**config.mk**
```make
export PLATFORM = sky130hd
export DESIGN_NAME = byte_stream_hash64_seeded_unit
export DESIGN_NICKNAME = d
export VERILOG_FILES = /design/src/hdl/bsh_pkg.sv /design/src/hdl/bsh_front.sv /design/src/hdl/bsh_queue.sv /design/src/hdl/bsh_mul.sv /design/src/hdl/bsh_back.sv /design/src/hdl/byte_stream_hash64_seeded_unit.sv
export VERILOG_INCLUDE_DIRS = /design/src /design/src/hdl
export SDC_FILE = /design/constraint.sdc
export NUM_CORES = 2
export LEC_CHECK = 0
export ABC_AREA = 1
export BUFFER_PORTS_ARGS = -buffer_cell sky130_fd_sc_hd__buf_2
export CAP_MARGIN = 10
export CELL_PAD_IN_SITES_DETAIL_PLACEMENT = 2
export CELL_PAD_IN_SITES_GLOBAL_PLACEMENT = 2
export CORE_ASPECT_RATIO = 0.9
export CORE_UTILIZATION = 40
export CTS_CLUSTER_DIAMETER = 60
export DETAILED_ROUTE_END_ITERATION = 10
export HOLD_SLACK_MARGIN = 0.03
export PLACE_DENSITY_LB_ADDON = 0.1
export RECOVER_POWER = 25
export SYNTH_ARGS = -nofsm -noshare
export SYNTH_HDL_FRONTEND = slang
export SYNTH_SLANG_ARGS = --single-unit
```
**constraint.sdc**
```tcl
create_clock -name clk -period 10.6 [get_ports clk]
set_input_delay 1.59 -clock clk [delete_from_list [all_inputs] [get_ports clk]]
set_output_delay 1.59 -clock clk [all_outputs]
set_load 0.02 [all_outputs]
```
**src/hdl/byte_stream_hash64_seeded_unit_defines.svh**
```systemverilog
// Assertion macros shared by the hash unit modules.
// A module that includes this file must have clk and rst_n in scope.
`ifndef BYTE_STREAM_HASH64_SEEDED_UNIT_DEFINES_SVH
`define BYTE_STREAM_HASH64_SEEDED_UNIT_DEFINES_SVH

// Same-cycle implication, checked at every rising edge outside reset.
`define BSH_ASSERT_IMPL(label, ante, cons, msg) \
    label: assert property (@(posedge clk) disable iff (!rst_n) (ante) |-> (cons)) \
        else $error(msg);

// Next-cycle implication, checked at every rising edge outside reset.
`define BSH_ASSERT_NEXT(label, ante, cons, msg) \
    label: assert property (@(posedge clk) disable iff (!rst_n) (ante) |=> (cons)) \
        else $error(msg);

`endif

```
**src/hdl/bsh_pkg.sv**
```systemverilog
// Shared types, constants and helpers for the seeded 64-bit byte-stream hash.
// No dependencies; used by bsh_front, bsh_back and the top module of the hash unit.
`default_nettype none

package bsh_pkg;

    localparam logic [63:0] PRIME1 = 64'd11400714785074694791;
    localparam logic [63:0] PRIME2 = 64'd14029467366897019727;
    localparam logic [63:0] PRIME3 = 64'd1609587929392839161;
    localparam logic [63:0] PRIME4 = 64'd9650029242287828579;
    localparam logic [63:0] PRIME5 = 64'd2870177450012600261;

    // Width of the message_length port.
    localparam int MSG_LEN_W = 32;

    // Configuration register indexes.
    localparam int CFG_IDX_W = 2;
    localparam logic [CFG_IDX_W-1:0] REG_FIRST_SEED  = 2'd0;
    localparam logic [CFG_IDX_W-1:0] REG_SECOND_SEED = 2'd1;

    // One classified word as it travels from the front end to the back end.
    typedef struct packed {
        logic [63:0] word;
        logic [3:0]  nbytes;   // clamped to 0..8
        logic        full;     // eight bytes: mixed as a whole word
        logic        start;    // opens a new message
        logic        last;     // closes the message and produces a result
    } item_t;

    function automatic logic [63:0] rotl64(input logic [63:0] x, input logic [5:0] r);
        return (x << r) | (x >> (7'd64 - {1'b0, r}));
    endfunction

endpackage

`default_nettype wire

```
**src/hdl/bsh_front.sv**
```systemverilog
// Front end of the hash unit: accepts input beats and classifies each word.
// Depends on bsh_pkg; feeds bsh_queue.
`default_nettype none

module bsh_front #(
    parameter int LEN_W = 32
) (
    input  wire logic                          clk,
    input  wire logic                          rst_n,
    input  wire logic                          in_valid,
    output logic                               in_ready,
    input  wire logic [63:0]                   data_word,
    input  wire logic [3:0]                    valid_bytes,
    input  wire logic [bsh_pkg::MSG_LEN_W-1:0] message_length,
    input  wire logic                          first_word,
    input  wire logic                          last_word,
    input  wire logic                          q_full,
    output logic                               q_push,
    output bsh_pkg::item_t                     q_item,
    output logic [LEN_W-1:0]                   q_len
);

    logic in_msg_reg;
    logic in_msg_next;

    assign in_ready = !q_full;
    assign q_push   = in_valid && !q_full;

    // A word seen while no message is open starts one, first mark or not.
    always_comb
    begin
        q_item.word   = data_word;
        q_item.full   = valid_bytes[3];
        q_item.nbytes = valid_bytes[3] ? 4'd8 : valid_bytes;
        q_item.start  = first_word || !in_msg_reg;
        q_item.last   = last_word;
        q_len         = message_length[LEN_W-1:0];
        in_msg_next   = in_msg_reg;
        if (q_push)
        begin
            in_msg_next = !last_word;
        end
    end

    always_ff @(posedge clk or negedge rst_n)
    begin
        if (!rst_n)
        begin
            in_msg_reg <= 1'b0;
        end
        else
        begin
            in_msg_reg <= in_msg_next;
        end
    end

endmodule

`default_nettype wire

```
**src/hdl/bsh_queue.sv**
```systemverilog
// Small register FIFO between the front and back ends of the hash unit.
// Generic width and depth; depends on the shared assertion macros.
`default_nettype none
`include "byte_stream_hash64_seeded_unit_defines.svh"

module bsh_queue #(
    parameter int WIDTH = 80,
    parameter int DEPTH = 2
) (
    input  wire logic             clk,
    input  wire logic             rst_n,
    input  wire logic             push,
    input  wire logic [WIDTH-1:0] wdata,
    output logic                  full,
    input  wire logic             pop,
    output logic [WIDTH-1:0]      rdata,
    output logic                  not_empty
);

    localparam int PTR_W = (DEPTH > 1) ? $clog2(DEPTH) : 1;
    localparam int CNT_W = $clog2(DEPTH + 1);

    logic [WIDTH-1:0] mem_reg [DEPTH];
    logic [PTR_W-1:0] wr_ptr_reg;
    logic [PTR_W-1:0] wr_ptr_next;
    logic [PTR_W-1:0] rd_ptr_reg;
    logic [PTR_W-1:0] rd_ptr_next;
    logic [CNT_W-1:0] count_reg;
    logic [CNT_W-1:0] count_next;

    assign full      = (count_reg == CNT_W'(DEPTH));
    assign not_empty = (count_reg != '0);
    assign rdata     = mem_reg[rd_ptr_reg];

    always_comb
    begin
        wr_ptr_next = wr_ptr_reg;
        rd_ptr_next = rd_ptr_reg;
        count_next  = count_reg;
        if (push)
        begin
            wr_ptr_next = (wr_ptr_reg == PTR_W'(DEPTH - 1)) ? '0 : wr_ptr_reg + 1'b1;
        end
        if (pop)
        begin
            rd_ptr_next = (rd_ptr_reg == PTR_W'(DEPTH - 1)) ? '0 : rd_ptr_reg + 1'b1;
        end
        if (push && !pop)
        begin
            count_next = count_reg + 1'b1;
        end
        else if (pop && !push)
        begin
            count_next = count_reg - 1'b1;
        end
    end

    always_ff @(posedge clk or negedge rst_n)
    begin
        if (!rst_n)
        begin
            wr_ptr_reg <= '0;
            rd_ptr_reg <= '0;
            count_reg  <= '0;
        end
        else
        begin
            wr_ptr_reg <= wr_ptr_next;
            rd_ptr_reg <= rd_ptr_next;
            count_reg  <= count_next;
        end
    end

    always_ff @(posedge clk)
    begin
        if (push)
        begin
            mem_reg[wr_ptr_reg] <= wdata;
        end
    end

    `BSH_ASSERT_IMPL(a_no_overflow, push, !full || pop, "queue written while full")
    `BSH_ASSERT_IMPL(a_no_underflow, pop, not_empty, "queue read while empty")

endmodule

`default_nettype wire

```
**src/hdl/bsh_mul.sv**
```systemverilog
// Iterative 64 x 64 multiplier keeping the low 64 bits of the product.
// One 32 x 32 partial product per cycle; done pulses once the third one is added in. No dependencies.
`default_nettype none

module bsh_mul (
    input  wire logic        clk,
    input  wire logic        rst_n,
    input  wire logic        go,
    input  wire logic [63:0] a,
    input  wire logic [63:0] b,
    output logic             busy,
    output logic             done,
    output logic [63:0]      product
);

    localparam logic [1:0] PH_LL = 2'd0;
    localparam logic [1:0] PH_HL = 2'd1;
    localparam logic [1:0] PH_LH = 2'd2;

    logic [63:0] a_reg;
    logic [63:0] b_reg;
    logic [63:0] acc_reg;
    logic [63:0] acc_next;
    logic [1:0]  phase_reg;
    logic [1:0]  phase_next;
    logic        busy_reg;
    logic        busy_next;
    logic        done_reg;
    logic        done_next;
    logic [31:0] mx;
    logic [31:0] my;
    logic [63:0] pp;

    assign busy    = busy_reg;
    assign done    = done_reg;
    assign product = acc_reg;

    always_comb
    begin
        case (phase_reg)
            PH_LL:
            begin
                mx = a_reg[31:0];
                my = b_reg[31:0];
            end
            PH_HL:
            begin
                mx = a_reg[63:32];
                my = b_reg[31:0];
            end
            PH_LH:
            begin
                mx = a_reg[31:0];
                my = b_reg[63:32];
            end
            default:
            begin
                mx = '0;
                my = '0;
            end
        endcase
    end

    assign pp = {32'd0, mx} * {32'd0, my};

    // The high-by-high product only reaches bits 64 and up, so it is skipped.
    always_comb
    begin
        acc_next   = acc_reg;
        phase_next = phase_reg;
        busy_next  = busy_reg;
        done_next  = 1'b0;
        if (busy_reg)
        begin
            if (phase_reg == PH_LL)
            begin
                acc_next = pp;
            end
            else
            begin
                acc_next = acc_reg + {pp[31:0], 32'd0};
            end
            if (phase_reg == PH_LH)
            begin
                busy_next  = 1'b0;
                done_next  = 1'b1;
                phase_next = PH_LL;
            end
            else
            begin
                phase_next = phase_reg + 1'b1;
            end
        end
        else if (go)
        begin
            busy_next  = 1'b1;
            phase_next = PH_LL;
        end
    end

    always_ff @(posedge clk or negedge rst_n)
    begin
        if (!rst_n)
        begin
            phase_reg <= PH_LL;
            busy_reg  <= 1'b0;
            done_reg  <= 1'b0;
        end
        else
        begin
            phase_reg <= phase_next;
            busy_reg  <= busy_next;
            done_reg  <= done_next;
        end
    end

    always_ff @(posedge clk)
    begin
        acc_reg <= acc_next;
        if (go && !busy_reg)
        begin
            a_reg <= a;
            b_reg <= b;
        end
    end

endmodule

`default_nettype wire

```
**src/hdl/bsh_back.sv**
```systemverilog
// Back end of the hash unit: sequences the mixing rounds and the finish for
// each queued word over one shared multiplier. Depends on bsh_pkg and bsh_mul.
`default_nettype none
`include "byte_stream_hash64_seeded_unit_defines.svh"

module bsh_back #(
    parameter int LEN_W = 32
) (
    input  wire logic             clk,
    input  wire logic             rst_n,
    input  wire logic             q_valid,
    input  wire bsh_pkg::item_t   q_item,
    input  wire logic [LEN_W-1:0] q_len,
    output logic                  q_pop,
    input  wire logic [63:0]      first_seed,
    input  wire logic [63:0]      second_seed,
    output logic                  out_valid,
    input  wire logic             out_ready,
    output logic [63:0]           hash_value
);

    localparam logic [3:0] S_IDLE = 4'd0;
    localparam logic [3:0] S_INIT = 4'd1;
    localparam logic [3:0] S_W1   = 4'd2;
    localparam logic [3:0] S_W2   = 4'd3;
    localparam logic [3:0] S_W3   = 4'd4;
    localparam logic [3:0] S_B1   = 4'd5;
    localparam logic [3:0] S_B2   = 4'd6;
    localparam logic [3:0] S_F1   = 4'd7;
    localparam logic [3:0] S_F2   = 4'd8;
    localparam logic [3:0] S_OUT  = 4'd9;

    logic [3:0]       state_reg;
    logic [3:0]       state_next;
    bsh_pkg::item_t   item_reg;
    bsh_pkg::item_t   item_next;
    logic [LEN_W-1:0] len_reg;
    logic [LEN_W-1:0] len_next;
    logic [63:0]      hash_reg;
    logic [63:0]      hash_next;
    logic [63:0]      k_reg;
    logic [63:0]      k_next;
    logic [63:0]      word_reg;
    logic [63:0]      word_next;
    logic [3:0]       rem_reg;
    logic [3:0]       rem_next;
    logic             pend_reg;
    logic             pend_next;
    logic             out_valid_reg;
    logic             out_valid_next;
    logic [63:0]      out_reg;
    logic [63:0]      out_next;

    logic             mul_go;
    logic             mul_busy;
    logic             mul_done;
    logic [63:0]      mul_a;
    logic [63:0]      mul_b;
    logic [63:0]      mul_p;
    logic             mul_state;

    // Where to go once the length seed is in place.
    function automatic logic [3:0] body_state(input bsh_pkg::item_t it);
        logic [3:0] s;
        if (it.full)
        begin
            s = S_W1;
        end
        else if (it.nbytes != 4'd0)
        begin
            s = S_B1;
        end
        else if (it.last)
        begin
            s = S_F1;
        end
        else
        begin
            s = S_IDLE;
        end
        return s;
    endfunction

    function automatic logic [3:0] fin_state(input logic last);
        return last ? S_F1 : S_IDLE;
    endfunction

    always_comb
    begin
        case (state_reg)
            S_INIT:
            begin
                mul_a = 64'(len_reg);
                mul_b = bsh_pkg::PRIME3;
            end
            S_W1:
            begin
                mul_a = item_reg.word;
                mul_b = bsh_pkg::PRIME2;
            end
            S_W2:
            begin
                mul_a = bsh_pkg::rotl64(k_reg, 6'd31);
                mul_b = bsh_pkg::PRIME1;
            end
            S_W3:
            begin
                mul_a = bsh_pkg::rotl64(hash_reg, 6'd27);
                mul_b = bsh_pkg::PRIME1;
            end
            S_B1:
            begin
                mul_a = {56'd0, word_reg[7:0]};
                mul_b = bsh_pkg::PRIME5;
            end
            S_B2:
            begin
                mul_a = bsh_pkg::rotl64(hash_reg, 6'd11);
                mul_b = bsh_pkg::PRIME1;
            end
            S_F1:
            begin
                mul_a = hash_reg ^ (hash_reg >> 33);
                mul_b = bsh_pkg::PRIME2;
            end
            S_F2:
            begin
                mul_a = k_reg ^ (k_reg >> 29);
                mul_b = bsh_pkg::PRIME3;
            end
            default:
            begin
                mul_a = '0;
                mul_b = '0;
            end
        endcase
    end

    assign mul_state = (state_reg != S_IDLE) && (state_reg != S_OUT);
    assign mul_go    = mul_state && !pend_reg;
    assign q_pop     = (state_reg == S_IDLE) && q_valid;

    bsh_mul u_mul (
        .clk     (clk),
        .rst_n   (rst_n),
        .go      (mul_go),
        .a       (mul_a),
        .b       (mul_b),
        .busy    (mul_busy),
        .done    (mul_done),
        .product (mul_p)
    );

    always_comb
    begin
        state_next     = state_reg;
        item_next      = item_reg;
        len_next       = len_reg;
        hash_next      = hash_reg;
        k_next         = k_reg;
        word_next      = word_reg;
        rem_next       = rem_reg;
        out_next       = out_reg;
        out_valid_next = out_valid_reg;
        pend_next      = pend_reg;

        if (out_valid_reg && out_ready)
        begin
            out_valid_next = 1'b0;
        end

        if (mul_go)
        begin
            pend_next = 1'b1;
        end
        else if (mul_done)
        begin
            pend_next = 1'b0;
        end

        case (state_reg)
            S_IDLE:
            begin
                if (q_valid)
                begin
                    item_next  = q_item;
                    len_next   = q_len;
                    word_next  = q_item.word;
                    rem_next   = q_item.nbytes;
                    state_next = q_item.start ? S_INIT : body_state(q_item);
                end
            end
            S_INIT:
            begin
                if (mul_done)
                begin
                    hash_next  = bsh_pkg::PRIME5 + mul_p;
                    state_next = body_state(item_reg);
                end
            end
            S_W1:
            begin
                if (mul_done)
                begin
                    k_next     = mul_p;
                    state_next = S_W2;
                end
            end
            S_W2:
            begin
                if (mul_done)
                begin
                    hash_next  = hash_reg ^ mul_p;
                    state_next = S_W3;
                end
            end
            S_W3:
            begin
                if (mul_done)
                begin
                    hash_next  = mul_p + bsh_pkg::PRIME4;
                    state_next = fin_state(item_reg.last);
                end
            end
            S_B1:
            begin
                if (mul_done)
                begin
                    hash_next  = hash_reg ^ mul_p;
                    state_next = S_B2;
                end
            end
            S_B2:
            begin
                if (mul_done)
                begin
                    hash_next = mul_p;
                    word_next = word_reg >> 8;
                    rem_next  = rem_reg - 1'b1;
                    if (rem_reg == 4'd1)
                    begin
                        state_next = fin_state(item_reg.last);
                    end
                    else
                    begin
                        state_next = S_B1;
                    end
                end
            end
            S_F1:
            begin
                if (mul_done)
                begin
                    k_next     = mul_p;
                    state_next = S_F2;
                end
            end
            S_F2:
            begin
                if (mul_done)
                begin
                    k_next     = mul_p;
                    state_next = S_OUT;
                end
            end
            S_OUT:
            begin
                // Waits here only while the previous result is still unread.
                if (!out_valid_reg || out_ready)
                begin
                    out_next       = k_reg ^ (k_reg >> 32) ^ first_seed ^ second_seed;
                    out_valid_next = 1'b1;
                    state_next     = S_IDLE;
                end
            end
            default:
            begin
                state_next = S_IDLE;
            end
        endcase
    end

    always_ff @(posedge clk or negedge rst_n)
    begin
        if (!rst_n)
        begin
            state_reg     <= S_IDLE;
            pend_reg      <= 1'b0;
            out_valid_reg <= 1'b0;
            hash_reg      <= '0;
        end
        else
        begin
            state_reg     <= state_next;
            pend_reg      <= pend_next;
            out_valid_reg <= out_valid_next;
            hash_reg      <= hash_next;
        end
    end

    always_ff @(posedge clk)
    begin
        item_reg <= item_next;
        len_reg  <= len_next;
        k_reg    <= k_next;
        word_reg <= word_next;
        rem_reg  <= rem_next;
        out_reg  <= out_next;
    end

    assign out_valid  = out_valid_reg;
    assign hash_value = out_reg;

    `BSH_ASSERT_IMPL(a_done_pending, mul_done, pend_reg, "multiplier result with no request")
    `BSH_ASSERT_IMPL(a_go_free, mul_go, !mul_busy, "multiplier started while busy")
    `BSH_ASSERT_IMPL(a_pop_quiet, q_pop, !pend_reg && !mul_busy, "word taken mid-operation")
    `BSH_ASSERT_NEXT(a_done_clears, mul_done, !pend_reg, "request left open after result")

endmodule

`default_nettype wire

```
**src/hdl/byte_stream_hash64_seeded_unit.sv**
```systemverilog
// Seeded 64-bit byte-stream hash unit: front end, word queue, back end and seed registers.
// Depends on bsh_pkg, bsh_front, bsh_queue, bsh_back (with bsh_mul) and the macro header.
//
// Usage:
// - Input channel (in_valid/in_ready): one beat per 64-bit little-endian message word,
//   with valid_bytes, message_length (read on the first word), first_word and last_word.
//   An empty message is a single beat with zero valid bytes and both marks set.
// - Output channel (out_valid/out_ready): one beat carrying hash_value per last word.
// - Configuration channel (cfg_valid/cfg_ready, always ready): cfg_index 0 writes
//   first_seed, 1 writes second_seed; other indexes are ignored. Write only when idle.
// - The back end takes each word off the queue, then runs the 64-bit multiplications
//   it needs: one for a message start, three for a full word or two per tail byte, and
//   two for the finish on a last word. The shared multiplier builds each product from
//   three 32 x 32 partial products; the back end waits for each product before it
//   starts the next. A last word ends in an output state that loads the output register.
// - Beats queue up to QUEUE_DEPTH ahead; the back end works on one word at a time.
// - Reset clears the seeds, the running hash and the queue; no message is open.
// - A stalled receiver holds the result in the output register; the back end stops
//   only when a second result is ready, and input is taken until the queue fills.
`default_nettype none

module byte_stream_hash64_seeded_unit #(
    parameter int LENGTH_BITS = 32,
    parameter int QUEUE_DEPTH = 2
) (
    input  wire logic                          clk,
    input  wire logic                          rst_n,
    input  wire logic                          in_valid,
    output logic                               in_ready,
    input  wire logic [63:0]                   data_word,
    input  wire logic [3:0]                    valid_bytes,
    input  wire logic [bsh_pkg::MSG_LEN_W-1:0] message_length,
    input  wire logic                          first_word,
    input  wire logic                          last_word,
    output logic                               out_valid,
    input  wire logic                          out_ready,
    output logic [63:0]                        hash_value,
    input  wire logic                          cfg_valid,
    output logic                               cfg_ready,
    input  wire logic [bsh_pkg::CFG_IDX_W-1:0] cfg_index,
    input  wire logic [63:0]                   cfg_data
);

    // Length bits that can affect the hash.
    localparam int LEN_W   = (LENGTH_BITS < bsh_pkg::MSG_LEN_W) ? LENGTH_BITS
                                                                : bsh_pkg::MSG_LEN_W;
    localparam int ITEM_W  = $bits(bsh_pkg::item_t);
    localparam int ENTRY_W = LEN_W + ITEM_W;

    logic [63:0]        first_seed_reg;
    logic [63:0]        first_seed_next;
    logic [63:0]        second_seed_reg;
    logic [63:0]        second_seed_next;

    logic               q_full;
    logic               q_push;
    logic               q_pop;
    logic               q_not_empty;
    bsh_pkg::item_t     f_item;
    logic [LEN_W-1:0]   f_len;
    logic [ENTRY_W-1:0] q_rdata;
    bsh_pkg::item_t     b_item;
    logic [LEN_W-1:0]   b_len;

    assign cfg_ready = 1'b1;

    always_comb
    begin
        first_seed_next  = first_seed_reg;
        second_seed_next = second_seed_reg;
        if (cfg_valid)
        begin
            case (cfg_index)
                bsh_pkg::REG_FIRST_SEED:  first_seed_next  = cfg_data;
                bsh_pkg::REG_SECOND_SEED: second_seed_next = cfg_data;
                default:                  ;
            endcase
        end
    end

    always_ff @(posedge clk or negedge rst_n)
    begin
        if (!rst_n)
        begin
            first_seed_reg  <= '0;
            second_seed_reg <= '0;
        end
        else
        begin
            first_seed_reg  <= first_seed_next;
            second_seed_reg <= second_seed_next;
        end
    end

    bsh_front #(
        .LEN_W (LEN_W)
    ) u_front (
        .clk            (clk),
        .rst_n          (rst_n),
        .in_valid       (in_valid),
        .in_ready       (in_ready),
        .data_word      (data_word),
        .valid_bytes    (valid_bytes),
        .message_length (message_length),
        .first_word     (first_word),
        .last_word      (last_word),
        .q_full         (q_full),
        .q_push         (q_push),
        .q_item         (f_item),
        .q_len          (f_len)
    );

    bsh_queue #(
        .WIDTH (ENTRY_W),
        .DEPTH (QUEUE_DEPTH)
    ) u_queue (
        .clk       (clk),
        .rst_n     (rst_n),
        .push      (q_push),
        .wdata     ({f_len, f_item}),
        .full      (q_full),
        .pop       (q_pop),
        .rdata     (q_rdata),
        .not_empty (q_not_empty)
    );

    assign b_item = q_rdata[ITEM_W-1:0];
    assign b_len  = q_rdata[ENTRY_W-1:ITEM_W];

    bsh_back #(
        .LEN_W (LEN_W)
    ) u_back (
        .clk         (clk),
        .rst_n       (rst_n),
        .q_valid     (q_not_empty),
        .q_item      (b_item),
        .q_len       (b_len),
        .q_pop       (q_pop),
        .first_seed  (first_seed_reg),
        .second_seed (second_seed_reg),
        .out_valid   (out_valid),
        .out_ready   (out_ready),
        .hash_value  (hash_value)
    );

endmodule

`default_nettype wire

```
[Word level (Yosys, flattened, before mapping)]
Memory sizes are Yosys's and may differ from the RTL's.
Cells that the tools add are included.
Word-level totals
  bits in registers: 697
  input port bits: 173
  memories kept: 1
  output and inout bits: 67
  memory bits (read-only): 0
  bits in latches: 0
  word-level logic and storage cells: 171
  RAM bits: 206
Memories
  u_queue.mem_reg: words 2, bits a word 103, read ports 1, clocked after Yosys merged registers in 0, write ports 1, line bsh_queue.sv:23  | logic [WIDTH-1:0] mem_reg [DEPTH];
Operators by class
  bitwise logic cells: 9
  reduce and logical (&&, ||, !) cells: 45
  shift operators: 0
  magnitude comparators: 0
  multipliers: 1
  eq/ne operators: 26
  mux-type cells: 55
  add/subtract/negate cells: 9
  div/mod/pow operators: 0
Operator list (number)
  64-bit one-hot mux with 4 select lines: 2
  64-bit one-hot mux with 8 select lines: 1
  64-bit two-way mux: 7
  64-bit bitwise XOR: 3
  32-bit one-hot mux with 2 select lines: 2
  64-bit one-hot mux with 2 select lines: 1
  4-bit two-way mux: 19
  62-bit by 64-bit adder with 64-bit output, first input constant: 1
  64-bit adder: 1
  64-bit adder, second input constant: 1
  32-bit by 32-bit multiplier with 64-bit output: 1
  64-bit by 11-bit bitwise OR with 64-bit output: 1
  64-bit by 27-bit bitwise OR with 64-bit output: 1
  64-bit by 31-bit bitwise OR with 64-bit output: 1
  64-bit by 31-bit bitwise XOR with 64-bit output: 1
  64-bit by 32-bit bitwise XOR with 64-bit output: 1
  64-bit by 35-bit bitwise XOR with 64-bit output: 1
  4-bit one-hot mux with 10 select lines: 1
  4-bit by 3-bit equality test with 1-bit output, second input constant: 4
  2-bit inequality test, second input constant: 8
  4-bit nonzero test: 4
  1-bit two-way mux: 14
  2-bit two-way mux: 5
  10-bit AND reduction: 1
  24 further kinds: 63

[Longest topological paths before layout]
  depth after elaboration: 7
  depth in mapped cells: 46
  gate-level depth less buffers: 43

[Modules after synthesis]
Synthesis repeated with hierarchy kept, for this count alone.
Unflattened totals
  cells, all modules: 9149
  area, all modules: 80763.7 µm²
By module, submodules not included
  bsh_mul: area each 43503.0 µm², cells each 5267, instances 1
  bsh_back: area each 23359.9 µm², cells each 2856, instances 1
  bsh_queue: area each 7891.3 µm², cells each 346, instances 1
  byte_stream_hash64_seeded_unit: area each 5181.2 µm², cells each 565, instances 1
  bsh_front: area each 828.3 µm², cells each 115, instances 1

[Worst setup path after synthesis]
No wires, ideal clock.
  kind: register -> register
  from: register u_back.u_mul.phase_reg[0]
  to: register u_back.u_mul.acc_reg[63] (netlist: u_back.u_mul.product[63]), data pin
  slack: 2.234 ns
  buffers on the path: 3
  clock period less this slack: 8.366 ns
  arrival time: 8.112 ns
  stages on the path, launching flop included: 41
  cell sequence: dfrtp_1 > buf_2 > nor2_2 > inv_2 > clkbuf_1 > o21ai_1 > clkbuf_1 > nand2_1 > fa_1 > inv_1 > fa_1 > fa_1 > inv_1 > fa_1 > inv_1 > fa_1 > inv_1 > fa_1 > [5 not listed] > nor2_1 > nand2_1 > inv_1 > nand3_1 > o21ai_0 > xor2_1 > inv_1 > ha_1 > nand2_1 > nand2_1 > nand3_1 > nand3_1 > nor2_1 > o21ai_0 > a21oi_1 > nand3_1 > nand3_1 > nand2_1
On the way
  cells in the longest elaborated chain, start to end: 6
  elaborated cells on any way between the ends: 10
  classes of those cells: add/sub (1); mul (1); eq/ne (2); mux (3); reduce/logical (3)
Ends and longest elaborated chain
  start, declared: line bsh_mul.sv:24  | logic [1:0] phase_reg;
  start signal, assigned: line bsh_mul.sv:111  | phase_reg <= phase_next;
  2-bit equality test (tied with other cells): line bsh_mul.sv:40  | case (phase_reg)
  2-bit OR reduction (no source line)
  32-bit one-hot mux with 2 select lines: line bsh_mul.sv:40
  32-bit by 32-bit multiplier with 64-bit output: line bsh_mul.sv:64  | assign pp = {32'd0, mx} * {32'd0, my};
  64-bit adder: line bsh_mul.sv:81  | acc_next = acc_reg + {pp[31:0], 32'd0};
  64-bit two-way mux (*): line bsh_mul.sv:75  | if (phase_reg == PH_LL)
  end signal, assigned: line bsh_mul.sv:119  | acc_reg <= acc_next;
  end, declared: line bsh_mul.sv:22  | logic [63:0] acc_reg;
Every way passes the cells marked *; elsewhere a longest branch is shown, timed or not.
A chain may end at the register's enable or synchronous reset.

[Worst setup path in the final report]
  from: register u_back.u_mul.phase_reg[1]
  to: register u_back.u_mul.acc_reg[57] (netlist: u_back.u_mul.product[57]), data pin
The elaborated chain is that of the path after synthesis.

==> flow_metrics.env <==
export IMPL_relSlewSlack=-3.31
export IMPL_async_flop_share=0.244
export IMPL_synth_mux_area_frac=0.000131
export IMPL_setup_viol=0
export IMPL_die_w_microns=462
export IMPL_vias=67700
export IMPL_min_period_ns=10.37
export IMPL_ys_flop_type="edfxtp_1"
export IMPL_die_area_sq_um=192000
export IMPL_syn_area_sq_um=76300
export IMPL_crit_arrival_ns=10.99
export IMPL_placed_cell_area_sq_um=81000
export IMPL_failed_checks="capacitance limit, slew limit"
export IMPL_root_buffer="clkbuf_16"
export IMPL_cpMaxStageDelayCell="fa_1"
export IMPL_yosysUniqueCellTypes=55
export IMPL_yosys_warnings=0
export IMPL_synth_compound_area_frac=0.0775
export IMPL_status="complete, but fails checks"
export IMPL_synth_simple_area_share=0.165
export IMPL_path_class="flop to flop"
export IMPL_synthXorXnorAreaFrac=0.0294
export IMPL_ant_nets=0
export IMPL_cp_required_ns=11.23
export IMPL_worstSetupEndpointType="flop"
export IMPL_drive_gt1_frac=0.0643
export IMPL_drcViolationCount=0
export IMPL_initial_utilization=0.404
export IMPL_insertion_delay_ns=0.81
export IMPL_cap_violations=3
export IMPL_cts_clk_slew_worst_paths_ns=0.06
export IMPL_tightest_slew_ns=6.46
export IMPL_area_growth_pct=10.7
export IMPL_fin_worst_skew_ns=0.118
export IMPL_antenna_found_initial=45
export IMPL_critPathMaxStageDelay_ns=0.56
export IMPL_fin_area_sq_um=84500
export IMPL_firstDrtPassIters=6
export IMPL_cpMostUsedCell="inv_1"
export IMPL_io_pins=240
export IMPL_start_kind="flop"
export IMPL_timing_final_crit_share=0.978
export IMPL_fmax_mhz=96.5
export IMPL_hold_depth=2
export IMPL_nets=10500
export IMPL_drv_slew=181
export IMPL_grt_max_degree=110
export IMPL_synth_enable_flop_cells=643
export IMPL_hpwl_microns=320000
export IMPL_rr_worst_depth=37
export IMPL_grt_pass1_vias=72600
export IMPL_cts_num_sinks=850
export IMPL_grt_pass1_wl_microns=554000
export IMPL_io_buffer_count=238
export IMPL_min_path_type="flop to flop"
export IMPL_cts_tree="yes"
export IMPL_grt_total_usage=0.410
export IMPL_hold_viol=0
export IMPL_grt_ovfl_total=0
export IMPL_cts_max_path_buffers=3
export IMPL_ys_seq_elements=850
export IMPL_drt_iter0_markers=7208
export IMPL_place_gp_congestion=1.02
export IMPL_synth_area_per_cell_sq_um=8.60
export IMPL_synth_top_family_by_area="adder cells"
export IMPL_synth_adder_area_share=0.289
export IMPL_grt_setup_unrepaired="no"
export IMPL_ys_seq_area_frac=0.321
export IMPL_via_per_inst=5.78
export IMPL_numCtsBuffers=101
export IMPL_fp_dieH_microns=416
export IMPL_wire_per_inst_microns=33.7
export IMPL_htree_num_levels=3
export IMPL_largest_reg_flops=204
export IMPL_num_rows=151
export IMPL_wl_microns=395000
export IMPL_synth_cells=8873
export IMPL_syn_num_nets=10300
export IMPL_coreArea_sq_um=189000
export IMPL_crit_path_max_fanout=22
==> layer usage <==
metal	global-route usage	part of all wire	up-vias
met1	0.551	0.41	35600
met2	0.630	0.44	3348
met4	0.180	0.053	46
li1	-	-	27800
met5	0	0.00082	-
met3	0.0971	0.096	864
==> through the flow <==
step	hold slack [ns]	instances	setup WS (ns)	TNS [ns]	utilization
after CTS	0.465	11700	0.0304	0	0.447
after global routing	0.507	11700	0.0101	0	0.447
final	0.453	11700	0.234	0	0.447
after global placement	0.466	11500	0.0193	0	0.429
after floorplan	0.425	8873	2.23	0	-
after detailed placement	0.492	11500	-0.114	-0.114	0.429
==> logic make-up (layout without fill, tap and decap cells) <==
kind of cell,after synthesis,count (layout)
xor+xnor,256,256
other cells,1,24
flops,850,850
fa+ha+maj,1226,1226
mux,1,1
simple gates,3177,3177
compound gates,1012,1012
buf+inv,2350,2640
==> cell usage in the layout, fill, tap and decap left out, drive strengths merged, types with 32 or more instances in the layout <==
cell type,netlist,layout
ha,332,332
or2,32,32
o21ai,338,338
xnor2,147,147
nor2,553,553
nand4,34,34
edfxtp,643,643
dfrtp,207,207
buf,92,322
o22ai,96,96
nand2,2205,2205
o2111ai,37,37
xor2,109,109
a221oi,53,53
inv,2035,2045
fa,894,894
nand3,231,231
clkbuf,217,221
clkinv,6,41
nor3,95,95
a21oi,315,315
a31oi,61,61
==> worst max-delay path, delay by kind of cell, from the launching register on <==
family | cells | cell delay (ns)
adders and majority gates | 10 | 4.61
xor gates and xnor gates | 1 | 0.23
and+or+nand+nor | 13 | 2.49
DFF | 1 | 0.47
buffers and inverters | 11 | 1.82
AOI/OAI and AO/OA | 2 | 0.62
==> cells in the mapped netlist (all sizes together), types with 13 or more instances <==
cell type	instances	area, sq um
ha	332	4150
o2111ai	37	324
inv	2035	7640
o22ai	96	601
xnor2	147	1290
o21bai	20	150
nand2	2205	8290
nand3b	15	113
a211oi	19	143
nand4	34	213
o21ai	338	1700
or2	32	200
a221oi	53	464
a21oi	315	1580
nor3	95	475
a311oi	13	114
a22oi	18	135
buf	92	458
clkbuf	217	816
xor2	109	955
fa	894	17900
dfrtp	207	5180
a31oi	61	382
nand3	231	1160
nor2	553	2090
edfxtp	643	19300
==> timing repair <==
| action | in CTS | in global routing |
|---|---|---|
| endpoints found under the setup margin | 1 | 11 |
| buffers inserted | 0 | 3 |
| gates resized for setup | 2 | 17 |
| hold buffers | 0 | 0 |
==> path summary, 6_finish.rpt <==
path	from	endpoint	slack [ns]
max	u_back.u_mul.phase_reg[1]	u_back.u_mul.product[57]	0.23
min	u_queue.mem_reg[0][7]	u_back.item_reg[7]	0.45
max reg2reg	u_back.u_mul.phase_reg[1]	u_back.u_mul.product[57]	0.23
min reg2reg	u_queue.mem_reg[0][7]	u_back.item_reg[7]	0.45
max in group asynchronous	rst_n	u_back.u_mul.phase_reg[0]	3.05
min in group asynchronous	rst_n	first_seed_reg[38]	3.17
==> cell type report <==
type                       count  area (sq um)
fill                       20700        104000
multi-input combinational   5673         43200
sequential                   850         24500
inverter                    2041          7670
tap                         2524          3160
clock buffer                 134          2700
timing repair buffer         409          2460
clock inverter                56           717
antenna                       23          57.6
Power is not shown: default switching activity piles up to over one toggle a cycle in this logic, so the estimate is an artifact.
